--- config.mk ---
export PLATFORM = sky130hd
export DESIGN_NAME = motion_file_stream_parser
export DESIGN_NICKNAME = d
export VERILOG_FILES = /design/src/rtl/mfsp_pkg.sv /design/src/rtl/motion_file_stream_parser.sv
export SDC_FILE = /design/constraint.sdc
export NUM_CORES = 1
export LEC_CHECK = 0
export ABC_AREA = 1
export BUFFER_PORTS_ARGS = -buffer_cell sky130_fd_sc_hd__buf_2
export CELL_PAD_IN_SITES_DETAIL_PLACEMENT = 1
export CELL_PAD_IN_SITES_GLOBAL_PLACEMENT = 1
export CORE_MARGIN = 8
export CORE_UTILIZATION = 48
export CTS_CLUSTER_DIAMETER = 150
export DETAILED_ROUTE_END_ITERATION = 10
export PLACE_DENSITY_LB_ADDON = 0.1
export SYNTH_ARGS = -nofsm -noshare
export SYNTH_HDL_FRONTEND = slang
export SYNTH_SLANG_ARGS = --single-unit
--- constraint.sdc ---
create_clock -name clk -period 6.3 [get_ports clk]
set_clock_uncertainty 0.1 [all_clocks]
set_input_delay 0 -clock clk [delete_from_list [all_inputs] [get_ports clk]]
set_output_delay 0 -clock clk [all_outputs]
set_load 0.01 [all_outputs]
--- src/rtl/mfsp_pkg.sv ---
`default_nettype none
// ----------------------------------------------------------------------------
// mfsp_pkg
// Shared types and constants for the motion file byte stream parser.
// ----------------------------------------------------------------------------
package mfsp_pkg;

    // result kinds
    localparam logic [1:0] KIND_HEADER = 2'd0;
    localparam logic [1:0] KIND_REJECT = 2'd1;
    localparam logic [1:0] KIND_AXIS   = 2'd2;
    localparam logic [1:0] KIND_FRAME  = 2'd3;

    // header field ids
    localparam logic [2:0] HF_START     = 3'd0;
    localparam logic [2:0] HF_FRAMES    = 3'd1;
    localparam logic [2:0] HF_COMMENT   = 3'd2;
    localparam logic [2:0] HF_LINECMT   = 3'd3;
    localparam logic [2:0] HF_PLAYTIME  = 3'd4;
    localparam logic [2:0] HF_MODEL     = 3'd5;
    localparam logic [2:0] HF_MOTORS    = 3'd6;

    // frame field ids
    localparam logic [2:0] FF_ENABLE  = 3'd0;
    localparam logic [2:0] FF_TIME    = 3'd1;
    localparam logic [2:0] FF_DELAY   = 3'd2;
    localparam logic [2:0] FF_GROUP   = 3'd3;
    localparam logic [2:0] FF_COMMAND = 3'd4;
    localparam logic [2:0] FF_DATA0   = 3'd5;
    localparam logic [2:0] FF_DATA1   = 3'd6;

    // header layout
    localparam int OFF_W         = 10;
    localparam logic [OFF_W-1:0] MAGIC_END   = 10'd3;
    localparam logic [OFF_W-1:0] VERSION_END = 10'd6;
    localparam logic [OFF_W-1:0] NAME_END    = 10'd27;
    localparam logic [OFF_W-1:0] HDR_LAST    = 10'd40;

    // trailer offset of the last pad byte in a frame
    localparam logic [OFF_W-1:0] TRAILER_LAST = 10'd33;

    // axis word decode
    localparam logic [11:0] AXIS_DISABLED = 12'h7ff;

    localparam logic [7:0] MAGIC_LO [3] = '{8'h64, 8'h6d, 8'h74};
    localparam logic [7:0] MAGIC_UP [3] = '{8'h44, 8'h4d, 8'h54};
    localparam logic [7:0] VERSION  [3] = '{8'h31, 8'h2e, 8'h30};

    typedef struct packed {
        logic [1:0]         kind;
        logic [2:0]         field_id;
        logic [15:0]        frame_number;
        logic [7:0]         axis_number;
        logic signed [31:0] value;
        logic [2:0]         led_code;
        logic               axis_type;
        logic               axis_enable;
    } result_t;

endpackage
`default_nettype wire

--- src/rtl/motion_file_stream_parser.sv ---
`default_nettype none
// ----------------------------------------------------------------------------
// motion_file_stream_parser
// Decodes a robot motion file byte by byte into header, axis and frame items.
// ----------------------------------------------------------------------------
// A completed result is registered into the result or the skid register.
// Throughput: one byte per cycle unless stalled; parser state updates on accept.
// A result register plus one skid register decouple the two sides, so input
// stalls only when both hold results that the sink has not taken.
// Reset (rst_n low, asynchronous): header phase, offset 0, counters cleared.
module motion_file_stream_parser
(
    input  wire logic               clk,
    input  wire logic               rst_n,
    input  wire logic               item_valid,
    output logic                    item_stall,
    input  wire logic [7:0]         data_byte,
    input  wire logic               start_of_file,
    output logic                    result_valid,
    input  wire logic               result_stall,
    output logic [1:0]              kind,
    output logic [2:0]              field_id,
    output logic [15:0]             frame_number,
    output logic [7:0]              axis_number,
    output logic signed [31:0]      value,
    output logic [2:0]              led_code,
    output logic                    axis_type,
    output logic                    axis_enable
);
    import mfsp_pkg::*;

    typedef enum logic [1:0] {
        PH_HEADER = 2'd0,
        PH_FRAME  = 2'd1,
        PH_DONE   = 2'd2
    } phase_t;

    phase_t           phase_reg, phase_next, cur_phase;
    logic [OFF_W-1:0] byte_offset_reg, byte_offset_next, cur_off;
    logic [15:0]      frame_counter_reg, frame_counter_next, cur_frame;
    logic [7:0]       axis_counter_reg, axis_counter_next, cur_axis;
    logic [15:0]      frame_total_reg, frame_total_next, cur_ftotal;
    logic [7:0]       motor_total_reg, motor_total_next, cur_motor;
    logic [1:0]       magic_case_ok_reg, magic_case_ok_next, cur_magic;
    logic [23:0]      partial_reg, partial_next, cur_partial;

    result_t          res;
    logic             res_valid;
    result_t          out_reg, skid_reg;
    logic             out_valid_reg, skid_valid_reg;

    logic             accept;
    logic             drain;
    logic [1:0]       magic_idx;
    logic [1:0]       ver_idx;
    logic [8:0]       axes_end;
    logic [OFF_W-1:0] trail;
    logic [15:0]      word;
    logic [15:0]      frame_inc;

    assign accept     = item_valid & ~item_stall;
    assign drain      = out_valid_reg & ~result_stall;
    assign item_stall = skid_valid_reg;

    // state seen by this byte: a start restarts the parser first
    always_comb
    begin
        if (start_of_file)
        begin
            cur_phase   = PH_HEADER;
            cur_off     = '0;
            cur_frame   = '0;
            cur_axis    = '0;
            cur_ftotal  = '0;
            cur_motor   = '0;
            cur_magic   = 2'b11;
            cur_partial = '0;
        end
        else
        begin
            cur_phase   = phase_reg;
            cur_off     = byte_offset_reg;
            cur_frame   = frame_counter_reg;
            cur_axis    = axis_counter_reg;
            cur_ftotal  = frame_total_reg;
            cur_motor   = motor_total_reg;
            cur_magic   = magic_case_ok_reg;
            cur_partial = partial_reg;
        end
    end

    // byte decode and next state
    assign magic_idx = cur_off[1:0];
    assign ver_idx   = cur_off[1:0] - 2'd3;
    assign axes_end  = {cur_motor, 1'b0};
    assign trail     = cur_off - {1'b0, axes_end} - 10'd1;
    assign word      = {data_byte, cur_partial[7:0]};
    assign frame_inc = cur_frame + 16'd1;

    always_comb
    begin
        phase_next         = cur_phase;
        byte_offset_next   = cur_off + 10'd1;
        frame_counter_next = cur_frame;
        axis_counter_next  = cur_axis;
        frame_total_next   = cur_ftotal;
        motor_total_next   = cur_motor;
        magic_case_ok_next = cur_magic;
        partial_next       = cur_partial;
        res                = '0;
        res_valid          = 1'b0;

        case (cur_phase)
            PH_HEADER:
            begin
                if (cur_off < MAGIC_END)
                begin
                    // magic, either case
                    if (data_byte != MAGIC_LO[magic_idx])
                        magic_case_ok_next[0] = 1'b0;
                    if (data_byte != MAGIC_UP[magic_idx])
                        magic_case_ok_next[1] = 1'b0;
                    if (magic_case_ok_next == 2'b00)
                    begin
                        res.kind   = KIND_REJECT;
                        res_valid  = 1'b1;
                        phase_next = PH_DONE;
                    end
                end
                else if (cur_off < VERSION_END)
                begin
                    // only version 1.0 is accepted
                    if (data_byte != VERSION[ver_idx])
                    begin
                        res.kind   = KIND_REJECT;
                        res_valid  = 1'b1;
                        phase_next = PH_DONE;
                    end
                end
                else if (cur_off >= NAME_END)
                begin
                    res.kind = KIND_HEADER;
                    case (cur_off)
                        10'd27:
                        begin
                            res.field_id = HF_START;
                            res.value    = $signed({24'd0, data_byte});
                            res_valid    = 1'b1;
                        end
                        10'd28, 10'd30, 10'd32, 10'd34, 10'd38:
                            partial_next = {16'd0, data_byte};
                        10'd35:
                            partial_next = {cur_partial[23:16], data_byte, cur_partial[7:0]};
                        10'd36:
                            partial_next = {data_byte, cur_partial[15:0]};
                        10'd29:
                        begin
                            frame_total_next = word;
                            res.field_id     = HF_FRAMES;
                            res.value        = $signed({16'd0, word});
                            res_valid        = 1'b1;
                        end
                        10'd31:
                        begin
                            res.field_id = HF_COMMENT;
                            res.value    = $signed({16'd0, word});
                            res_valid    = 1'b1;
                        end
                        10'd33:
                        begin
                            res.field_id = HF_LINECMT;
                            res.value    = $signed({16'd0, word});
                            res_valid    = 1'b1;
                        end
                        10'd37:
                        begin
                            res.field_id = HF_PLAYTIME;
                            res.value    = $signed({data_byte, cur_partial});
                            res_valid    = 1'b1;
                        end
                        10'd39:
                        begin
                            res.field_id = HF_MODEL;
                            res.value    = $signed({16'd0, word});
                            res_valid    = 1'b1;
                        end
                        default:
                        begin
                            // motor count closes the header
                            motor_total_next   = data_byte;
                            res.field_id       = HF_MOTORS;
                            res.value          = $signed({24'd0, data_byte});
                            res_valid          = 1'b1;
                            byte_offset_next   = '0;
                            axis_counter_next  = '0;
                            frame_counter_next = '0;
                            phase_next = (cur_ftotal != 16'd0) ? PH_FRAME : PH_DONE;
                        end
                    endcase
                end
            end

            PH_FRAME:
            begin
                res.frame_number = cur_frame;
                if (cur_off == '0)
                begin
                    // enable bit opens the frame
                    axis_counter_next = '0;
                    res.kind          = KIND_FRAME;
                    res.field_id      = FF_ENABLE;
                    res.value         = $signed({31'd0, data_byte[0]});
                    res_valid         = 1'b1;
                end
                else if (cur_off <= {1'b0, axes_end})
                begin
                    // axis words, low byte first
                    if (cur_off[0])
                    begin
                        partial_next = {16'd0, data_byte};
                    end
                    else
                    begin
                        res.kind        = KIND_AXIS;
                        res.axis_number = cur_axis;
                        res.led_code    = word[14:12];
                        res.axis_type   = word[15];
                        res.axis_enable = (word[11:0] != AXIS_DISABLED);
                        res.value       = res.axis_enable ?
                                          $signed({{20{word[11]}}, word[11:0]}) : '0;
                        res_valid       = 1'b1;
                        axis_counter_next = cur_axis + 8'd1;
                    end
                end
                else
                begin
                    // trailer fields and pad bytes
                    res.kind = KIND_FRAME;
                    case (trail)
                        10'd0, 10'd2, 10'd6, 10'd8:
                            partial_next = {16'd0, data_byte};
                        10'd1:
                        begin
                            res.field_id = FF_TIME;
                            res.value    = $signed({{16{word[15]}}, word});
                            res_valid    = 1'b1;
                        end
                        10'd3:
                        begin
                            res.field_id = FF_DELAY;
                            res.value    = $signed({{16{word[15]}}, word});
                            res_valid    = 1'b1;
                        end
                        10'd4:
                        begin
                            res.field_id = FF_GROUP;
                            res.value    = $signed({24'd0, data_byte});
                            res_valid    = 1'b1;
                        end
                        10'd5:
                        begin
                            res.field_id = FF_COMMAND;
                            res.value    = $signed({24'd0, data_byte});
                            res_valid    = 1'b1;
                        end
                        10'd7:
                        begin
                            res.field_id = FF_DATA0;
                            res.value    = $signed({{16{word[15]}}, word});
                            res_valid    = 1'b1;
                        end
                        10'd9:
                        begin
                            res.field_id = FF_DATA1;
                            res.value    = $signed({{16{word[15]}}, word});
                            res_valid    = 1'b1;
                        end
                        default:
                        begin
                        end
                    endcase
                    if (trail >= TRAILER_LAST)
                    begin
                        byte_offset_next   = '0;
                        axis_counter_next  = '0;
                        frame_counter_next = frame_inc;
                        if (frame_inc >= cur_ftotal)
                            phase_next = PH_DONE;
                    end
                end
            end

            default:
            begin
                // done phase: bytes are dropped, state holds
                byte_offset_next = cur_off;
            end
        endcase
    end

    // parser state, result register and skid register
    always_ff @(posedge clk or negedge rst_n)
    begin
        if (!rst_n)
        begin
            phase_reg         <= PH_HEADER;
            byte_offset_reg   <= '0;
            frame_counter_reg <= '0;
            axis_counter_reg  <= '0;
            frame_total_reg   <= '0;
            motor_total_reg   <= '0;
            magic_case_ok_reg <= 2'b11;
            partial_reg       <= '0;
            out_valid_reg     <= 1'b0;
            skid_valid_reg    <= 1'b0;
            out_reg           <= '0;
            skid_reg          <= '0;
        end
        else
        begin
            if (accept)
            begin
                phase_reg         <= phase_next;
                byte_offset_reg   <= byte_offset_next;
                frame_counter_reg <= frame_counter_next;
                axis_counter_reg  <= axis_counter_next;
                frame_total_reg   <= frame_total_next;
                motor_total_reg   <= motor_total_next;
                magic_case_ok_reg <= magic_case_ok_next;
                partial_reg       <= partial_next;
            end

            if (accept && res_valid)
            begin
                if (out_valid_reg && !drain)
                begin
                    skid_reg       <= res;
                    skid_valid_reg <= 1'b1;
                end
                else
                begin
                    out_reg       <= res;
                    out_valid_reg <= 1'b1;
                end
            end
            else if (drain)
            begin
                if (skid_valid_reg)
                begin
                    out_reg        <= skid_reg;
                    skid_valid_reg <= 1'b0;
                end
                else
                begin
                    out_valid_reg <= 1'b0;
                end
            end
        end
    end

    // result ports
    assign result_valid = out_valid_reg;
    assign kind         = out_reg.kind;
    assign field_id     = out_reg.field_id;
    assign frame_number = out_reg.frame_number;
    assign axis_number  = out_reg.axis_number;
    assign value        = out_reg.value;
    assign led_code     = out_reg.led_code;
    assign axis_type    = out_reg.axis_type;
    assign axis_enable  = out_reg.axis_enable;

`ifndef ASSERT_OFF
    // skid only fills behind a held result
    a_skid_behind_out: assert property (@(posedge clk) disable iff (!rst_n)
        skid_valid_reg |-> out_valid_reg)
        else $error("skid register holds a result with the output register empty");

    // done phase produces nothing until a new start
    a_done_silent: assert property (@(posedge clk) disable iff (!rst_n)
        (accept && !start_of_file && phase_reg == PH_DONE) |-> !res_valid)
        else $error("result produced in done phase");

    // axis index stays within the motor count
    a_axis_range: assert property (@(posedge clk) disable iff (!rst_n)
        (res_valid && res.kind == KIND_AXIS) |-> (cur_axis < cur_motor))
        else $error("axis index beyond motor count");

    // frame phase only with frames to parse
    a_frame_total: assert property (@(posedge clk) disable iff (!rst_n)
        (phase_reg == PH_FRAME) |-> (frame_total_reg != 16'd0))
        else $error("frame phase with zero frame total");

    // header offset never runs past the motor count byte
    a_header_off: assert property (@(posedge clk) disable iff (!rst_n)
        (phase_reg == PH_HEADER) |-> (byte_offset_reg <= HDR_LAST))
        else $error("header offset out of range");
`endif

endmodule
`default_nettype wire
==> results.yml, run 1 <==
status:
  status: "finished, final reports clean"
routing:
  vias: 14700
  detail_route.first_pass.iterations: 5
  vias_per_cell: 5.78
  routed-wl-met3_um: 3350
  antenna_left: 0
  post_drt_wl_per_cell_um: 20.5
  top_layer_used: "met4"
  drt_iter0_drc: 1286
  wl_met1_um: 24300
  drc: 0
  routed_wl_um: 52200
  route.met2.wl_um: 23200
cts:
  ctsHoldBuffers: 9
  clk_pin_slew_ns: 0.06
  cts.sinks: 220
  cts_setup_buffers: 0
  htree_levels: 1
  ctsRootBufferMaster: "clkbuf_16"
  cts_buffers: 26
  cts_buffer_depth: 3
  cts_tree: "done"
  clock_latency_ns: 0.55
  ctsResizeCount: 0
final_layout:
  syn_to_final_growth_pct: 11.6
  drive_gt1_share_pct: 10.3
  final_nets: 2177
  final_cell_mix: "716 x nand2_1, 218 x dfrtp_1, 212 x inv_1"
  largest_reg_flops: 66
  final_common_cell: "nand2_1"
  fill_cells: 3903
  diodes: 0
  fin_cells: 2545
logic_synthesis:
  seq_area_frac_synth_pct: 38.8
  ys_ff_latch: 220
  synth_ff_type: "dfrtp_1"
  synth_area_leader_cell: "dfrtp_1"
  synth_top_area_share_pct: 38.4
  synth-edff-count: 0
  syn_inst: 2096
  netlist_area_um2: 14200
  yosys-top-cells-area: "dfrtp_1 38%, nand2_1 19%, o21ai_0 6.4%"
  synth_area_per_cell_um2: 6.78
  ys_warn_count: 0
  postSynth.asyncResetShare_pct: 100
  syn_nets: 2137
  ys_types: 55
worst_setup_path:
  crit_arrival_ns: 4.98
  cp-end-kind: "flop"
  cp-start-kind: "flop"
  path_common_cell: "nand2_1"
  crit_path_top_delay_cell: "dfrtp_1"
  crit_chain: "inv_2, nor2_1, buf_4, ha_1, inv_1, nand2_1, nand4_1, a21oi_1, and3_1, o21ai_1, nand2_1, nand2_1, nand2_1, nor3_1, nor2_2, nand2_2, nand2_4, nand2_1, nand2_2, buf_4, nand2_1, nand2_1"
  cp.required_ns: 6.68
  slowest_delay_ns: 0.55
  crit_type: "flop to flop"
  cp_max_fo: 35
floorplanning:
  rows: 63
  core_um2: 29400
  die_area_um2: 35400
  initial_utilization_pct: 48.3
  die_y_um: 188
  die_w_um: 188
  boundaryPins: 81
timing:
  rsz0062_at_grt: "no"
  fmax_mhz: 217
  fin_crit_sh_pct: 73.0
  hold_viol_final: 0
  drv_slew: 0
  finalSetupViolations: 0
  worstMarginPinSlew_ns: 1.09
  finalSetupTns_ns: 0
  slew-limit-headroom_pct: 26.9
  fin_crit_ns: 4.60
placed_design:
  placedCellCount: 2489
  place_hpwl_um: 36400
  place.gp.congestion: 0.994
  port_buffers: 80
min_path:
  hp-class: "primary input to flop"
pwr:
  leakagePower_nw: 8.13
  power.total_mw: 6.38
  ir_drop_mv: 0.210
  pwr_density_cell_nw_per_um2: 402
grt:
  grt_start_max_net_pins: 118
  track_usage_pct: 29.1
  grt.overflow.total: 0
  grt_pass1_vias: 15100
  grt_first_pass_wirelength_um: 84300
  grt_antenna_before_repair: 0
flow_run:
  drv_cap: 0
-- per-layer routing --
layer / global-route usage [%] / vias up
met4: 8.52 / 0
met3: 5.16 / 106
met5: 0 / -
met1: 40.9 / 7278
li1: - / 6872
met2: 45.1 / 465
-- worst max-delay path: cells and delay by family (launching register included) --
kind	cells	cell delay (ns)
flops	1	0.55
fa+ha+maj	1	0.21
simple gates	15	2.28
compound gates	2	0.28
buf+inv	4	1.08
-- kinds of logic after synthesis --
logic type | Yosys count | share of synthesized area (%)
XOR/XNOR | 16 | 0.986
flip-flops | 220 | 38.7
adder cells (fa/ha/maj) | 28 | 2.46
AND/OR/NAND/NOR | 1072 | 31.3
buffers and inverters | 336 | 9.59
AO/OA/AOI/OAI | 424 | 16.9
-- final cells by class --
| class | count | area, µm² | share of cell area (%) |
|---|---|---|---|
| inverters | 239 | 902 | 5.69 |
| repair buffers | 109 | 676 | 4.26 |
| flip-flops and latches | 220 | 5510 | 34.7 |
| well taps | 390 | 488 | 3.08 |
| clock buffers | 38 | 827 | 5.21 |
| clock inverters | 9 | 101 | 0.639 |
| multi-input cells | 1540 | 7360 | 46.4 |
-- Yosys cell counts, types with 12 or more instances --
cell and n:
o21ai_0 182, a21oi_1 95, inv_2 21, dfrtp_1 218, ha_1 28, nand3_1 89
nand2_2 12, nand2_1 717, nand4_1 27, buf_2 17, xor2_1 14, nor2_1 167
o211ai_1 13, inv_1 212, clkbuf_1 59, a22oi_1 17, nor3_1 21, o21ai_1 38
o22ai_1 17, a31oi_1 20
-- worst paths after layout --
check / start / end / slack, ns / cells past startpoint
setup / recovery: byte_offset_reg[0] / kind[1] / 1.70 / 22
min in group asynchronous: rst_n / skid_reg[46] / 0.07 / 2
max in group asynchronous: rst_n / byte_offset_reg[9] / 4.48 / 3
hold reg to reg: skid_reg[13] / skid_reg[13] / 0.37 / 2
hold / removal: item_valid / frame_total_reg[1] / 0.02 / 5
setup reg to reg: byte_offset_reg[0] / kind[1] / 1.70 / 22
-- stage by stage --
stage / utilization (%) / setup WS (ns) / hold WS, ns / cell area [µm²]
6_report: 54.0 / 1.70 / 0.0182 / 15900
5_1_grt: 54.0 / 1.38 / 0.0227 / 15900
4_1_cts: 54.0 / 1.70 / 0.00484 / 15900
3_5_place_dp: 50.5 / 1.58 / 0.0657 / 14800
3_3_place_gp: 50.5 / 1.65 / 0.0520 / 14800
2_1_floorplan: - / 2.45 / -0.396 / 14200
-- power by group --
group / leakage (nW) / total, mW / switching [mW] / internal [mW]
registers: 2.93 / 2.10 / 0.268 / 1.83
clock network: 0.464 / 1.63 / 0.640 / 0.986
logic: 4.74 / 2.65 / 1.91 / 0.737
(Power assumes the default switching activity.)
==> run 2, diff against run 1 <==
CORE_UTILIZATION = 41   (was 48)
clock period = 3.75 ns   (was 6.3 ns; I/O delays follow)
==> run 2 against run 1 <==
Effect of this change: sequential share of layout area is 1.7 points lower; core utilization is 5.4 points lower; largest cell class unchanged; highest routed layer unchanged; count of clock-buffer cells in the layout is 2 lower; largest power group unchanged; first-iteration DRC count is 22% lower; wire length is 3.9% higher; register-to-register slack worse by 1.5 ns; hold slack better by 0.11 ns; design area is 5.1% higher; worst setup slack worse by 1.5 ns; sequential power is 67% higher; critical endpoint is now skid_reg[63]; combinational power is 83% higher.
==> results.yml, run 2 (synthesis results as in run 1) <==
status:
  status: "finished, final reports clean"
grt:
  grt_pass1_vias: 15100
  grt_antenna_before_repair: 0
  grt.overflow.total: 0
  grt_first_pass_wirelength_um: 86300
  grt_start_max_net_pins: 95
  track_usage_pct: 25.9
placed_design:
  placed_cell_area_um2: 15400
  port_buffers: 80
  pre_cts_ws_ns: -0.0100
  place_hpwl_um: 38800
  place.gp.congestion: 0.944
final_layout:
  utilization_pct: 48.5
  final_common_cell: "nand2_1"
  syn_to_final_growth_pct: 17.4
  final_nets: 2236
  diodes: 0
  final_cell_mix: "709 x nand2_1, 216 x dfrtp_1, 212 x inv_1"
  fill_cells: 4490
  largest_reg_flops: 66
  drive_gt1_share_pct: 13.4
  final_area_um2: 16700
routing:
  vias_per_cell: 5.56
  post_drt_wl_per_cell_um: 20.3
  drt_iter0_drc: 1003
  vias: 14900
  detail_route.first_pass.iterations: 5
  drc: 0
  routed_wl_um: 54300
  antenna_left: 0
cts:
  clk_pin_slew_ns: 0.06
  clock_latency_ns: 0.58
  cts_tree: "done"
  cts_buffers: 28
  ctsRootBufferMaster: "clkbuf_16"
  htree_levels: 1
  cts_buffer_depth: 3
  cts.sinks: 220
timing:
  rsz0062_at_grt: "yes"
  finalSetupTns_ns: 0
  fin_crit_ns: 3.51
  whs_ns: 0.133
  layout_setup_ws_ns: 0.237
  hold_viol_final: 0
  slew-limit-headroom_pct: 38.1
  fmax_mhz: 285
  worstMarginPinSlew_ns: 0.918
  finalSetupViolations: 0
  fin_crit_sh_pct: 93.7
  drv_slew: 0
min_path:
  hp-class: "primary input to flop"
  holdCritStartpoint: "result_stall"
  min_to: "item_stall"
  holdPathStages: 4
worst_setup_path:
  cp.required_ns: 4.11
  crit_family: "simple AND/OR/NAND/NOR gates"
  reg2reg_depth: 24
  cp_max_fo: 19
  cp_num_buf_inv: 4
  crit_arrival_ns: 3.87
  r2r_end: "skid_reg[63]"
  crit_path_top_delay_cell: "dfrtp_1"
  slowest_delay_ns: 0.38
  path_common_cell: "nand2_1"
  cp-end-kind: "flop"
  cp-start-kind: "flop"
  reg2reg_setup_slack_ns: 0.24
  crit_type: "flop to flop"
  reg2reg_from: "byte_offset_reg[2]"
  crit_chain: "inv_1, nor2_4, ha_1, inv_1, nor2_1, nor2_2, nand2_2, nand2_1, nand2_1, nand2_1, nand2_1, nor2_1, nand3_2, nor2_8, o21ai_4, nand3_1, nand2_1, nand2_2, nand2_4, nor2_4, inv_4, clkbuf_16, nand2_1, o21ai_0"
floorplanning:
  die_area_um2: 40900
  core_um2: 34400
  die_w_um: 202
  die_y_um: 202
  boundaryPins: 81
  initial_utilization_pct: 41.4
  rows: 68
pwr:
  ir_drop_mv: 0.490
  pwr_density_cell_nw_per_um2: 675
  leakagePower_nw: 8.49
flow_run:
  drv_cap: 0
## run 2: cell types whose count changed in the layout (fill, tap and decap cells not counted), sizes merged
cell,change
dlygate4sd3,+4
buf,+50
bufinv,+2
clkinv,+5
clkbuf,+1
## run 2: layout make-up
type | instances | area, µm² | area share (%)
multi-input combinational | 1540 | 7450 | 44.6
sequential | 220 | 5510 | 33.0
timing repair buffer | 166 | 1260 | 7.54
inverter | 239 | 905 | 5.42
clock buffer | 36 | 781 | 4.68
tap | 455 | 569 | 3.41
clock inverter | 16 | 215 | 1.29
## run 2: worst reg2reg max path, cell delays in order (launching register included)
cell and delay [ns]:
dfrtp_1 0.38, inv_1 0.11, nor2_4 0.20, ha_1 0.27, inv_1 0.13, nor2_1 0.08
nor2_2 0.13, nand2_2 0.08, nand2_1 0.08, nand2_1 0.07, nand2_1 0.09, nand2_1 0.08
nor2_1 0.11, nand3_2 0.13, nor2_8 0.21, o21ai_4 0.13, nand3_1 0.09, nand2_1 0.09
nand2_2 0.10, nand2_4 0.11, nor2_4 0.15, inv_4 0.13, clkbuf_16 0.22, nand2_1 0.06
o21ai_0 0.07
## run 2: how the worst max path moves through the flow
stage                       start            to  slack [ns]  cells after the start
2_1_floorplan       start_of_file   field_id[2]        0.08                     25
5_1_grt        byte_offset_reg[2]  skid_reg[44]       -0.01                     23
6_report       byte_offset_reg[2]  skid_reg[63]        0.24                     24
4_1_cts             start_of_file  phase_reg[1]        0.04                     21
3_3_place_gp        start_of_file  phase_reg[1]        0.14                     20
3_5_place_dp        start_of_file  phase_reg[0]       -0.01                     19
## run 2: timing repair
action	in CTS	in global routing
gates resized for setup	0	28
setup endpoints to repair	0	153
buffers inserted	0	2
hold buffers	14	0
hold endpoints to repair	206	0
## run 2: power breakdown
group	internal (mW)	leakage [nW]	switching (mW)
clock network	1.75	0.492	1.16
logic	1.50	5.07	3.33
registers	3.08	2.93	0.434
total	6.33	8.49	4.92
## run 2: routing by layer
metal / vias up / part of all wire, % / track usage [%]
met3: 84 / 6.3 / 4.27
li1: 6993 / - / -
met4: 0 / 2.5 / 7.15
met1: 7360 / 47 / 37.1
met5: - / 0 / 0
met2: 417 / 44 / 40.1
## run 2: through the flow
| step | total power, mW | std cells |
|---|---|---|
| floorplan | 6.45 | 2096 |
| global placement | 8.05 | 2602 |
| detailed placement | 8.21 | 2602 |
| CTS | 11.2 | 2668 |
| global route | 12.0 | 2672 |
| finish | 11.3 | 2672 |
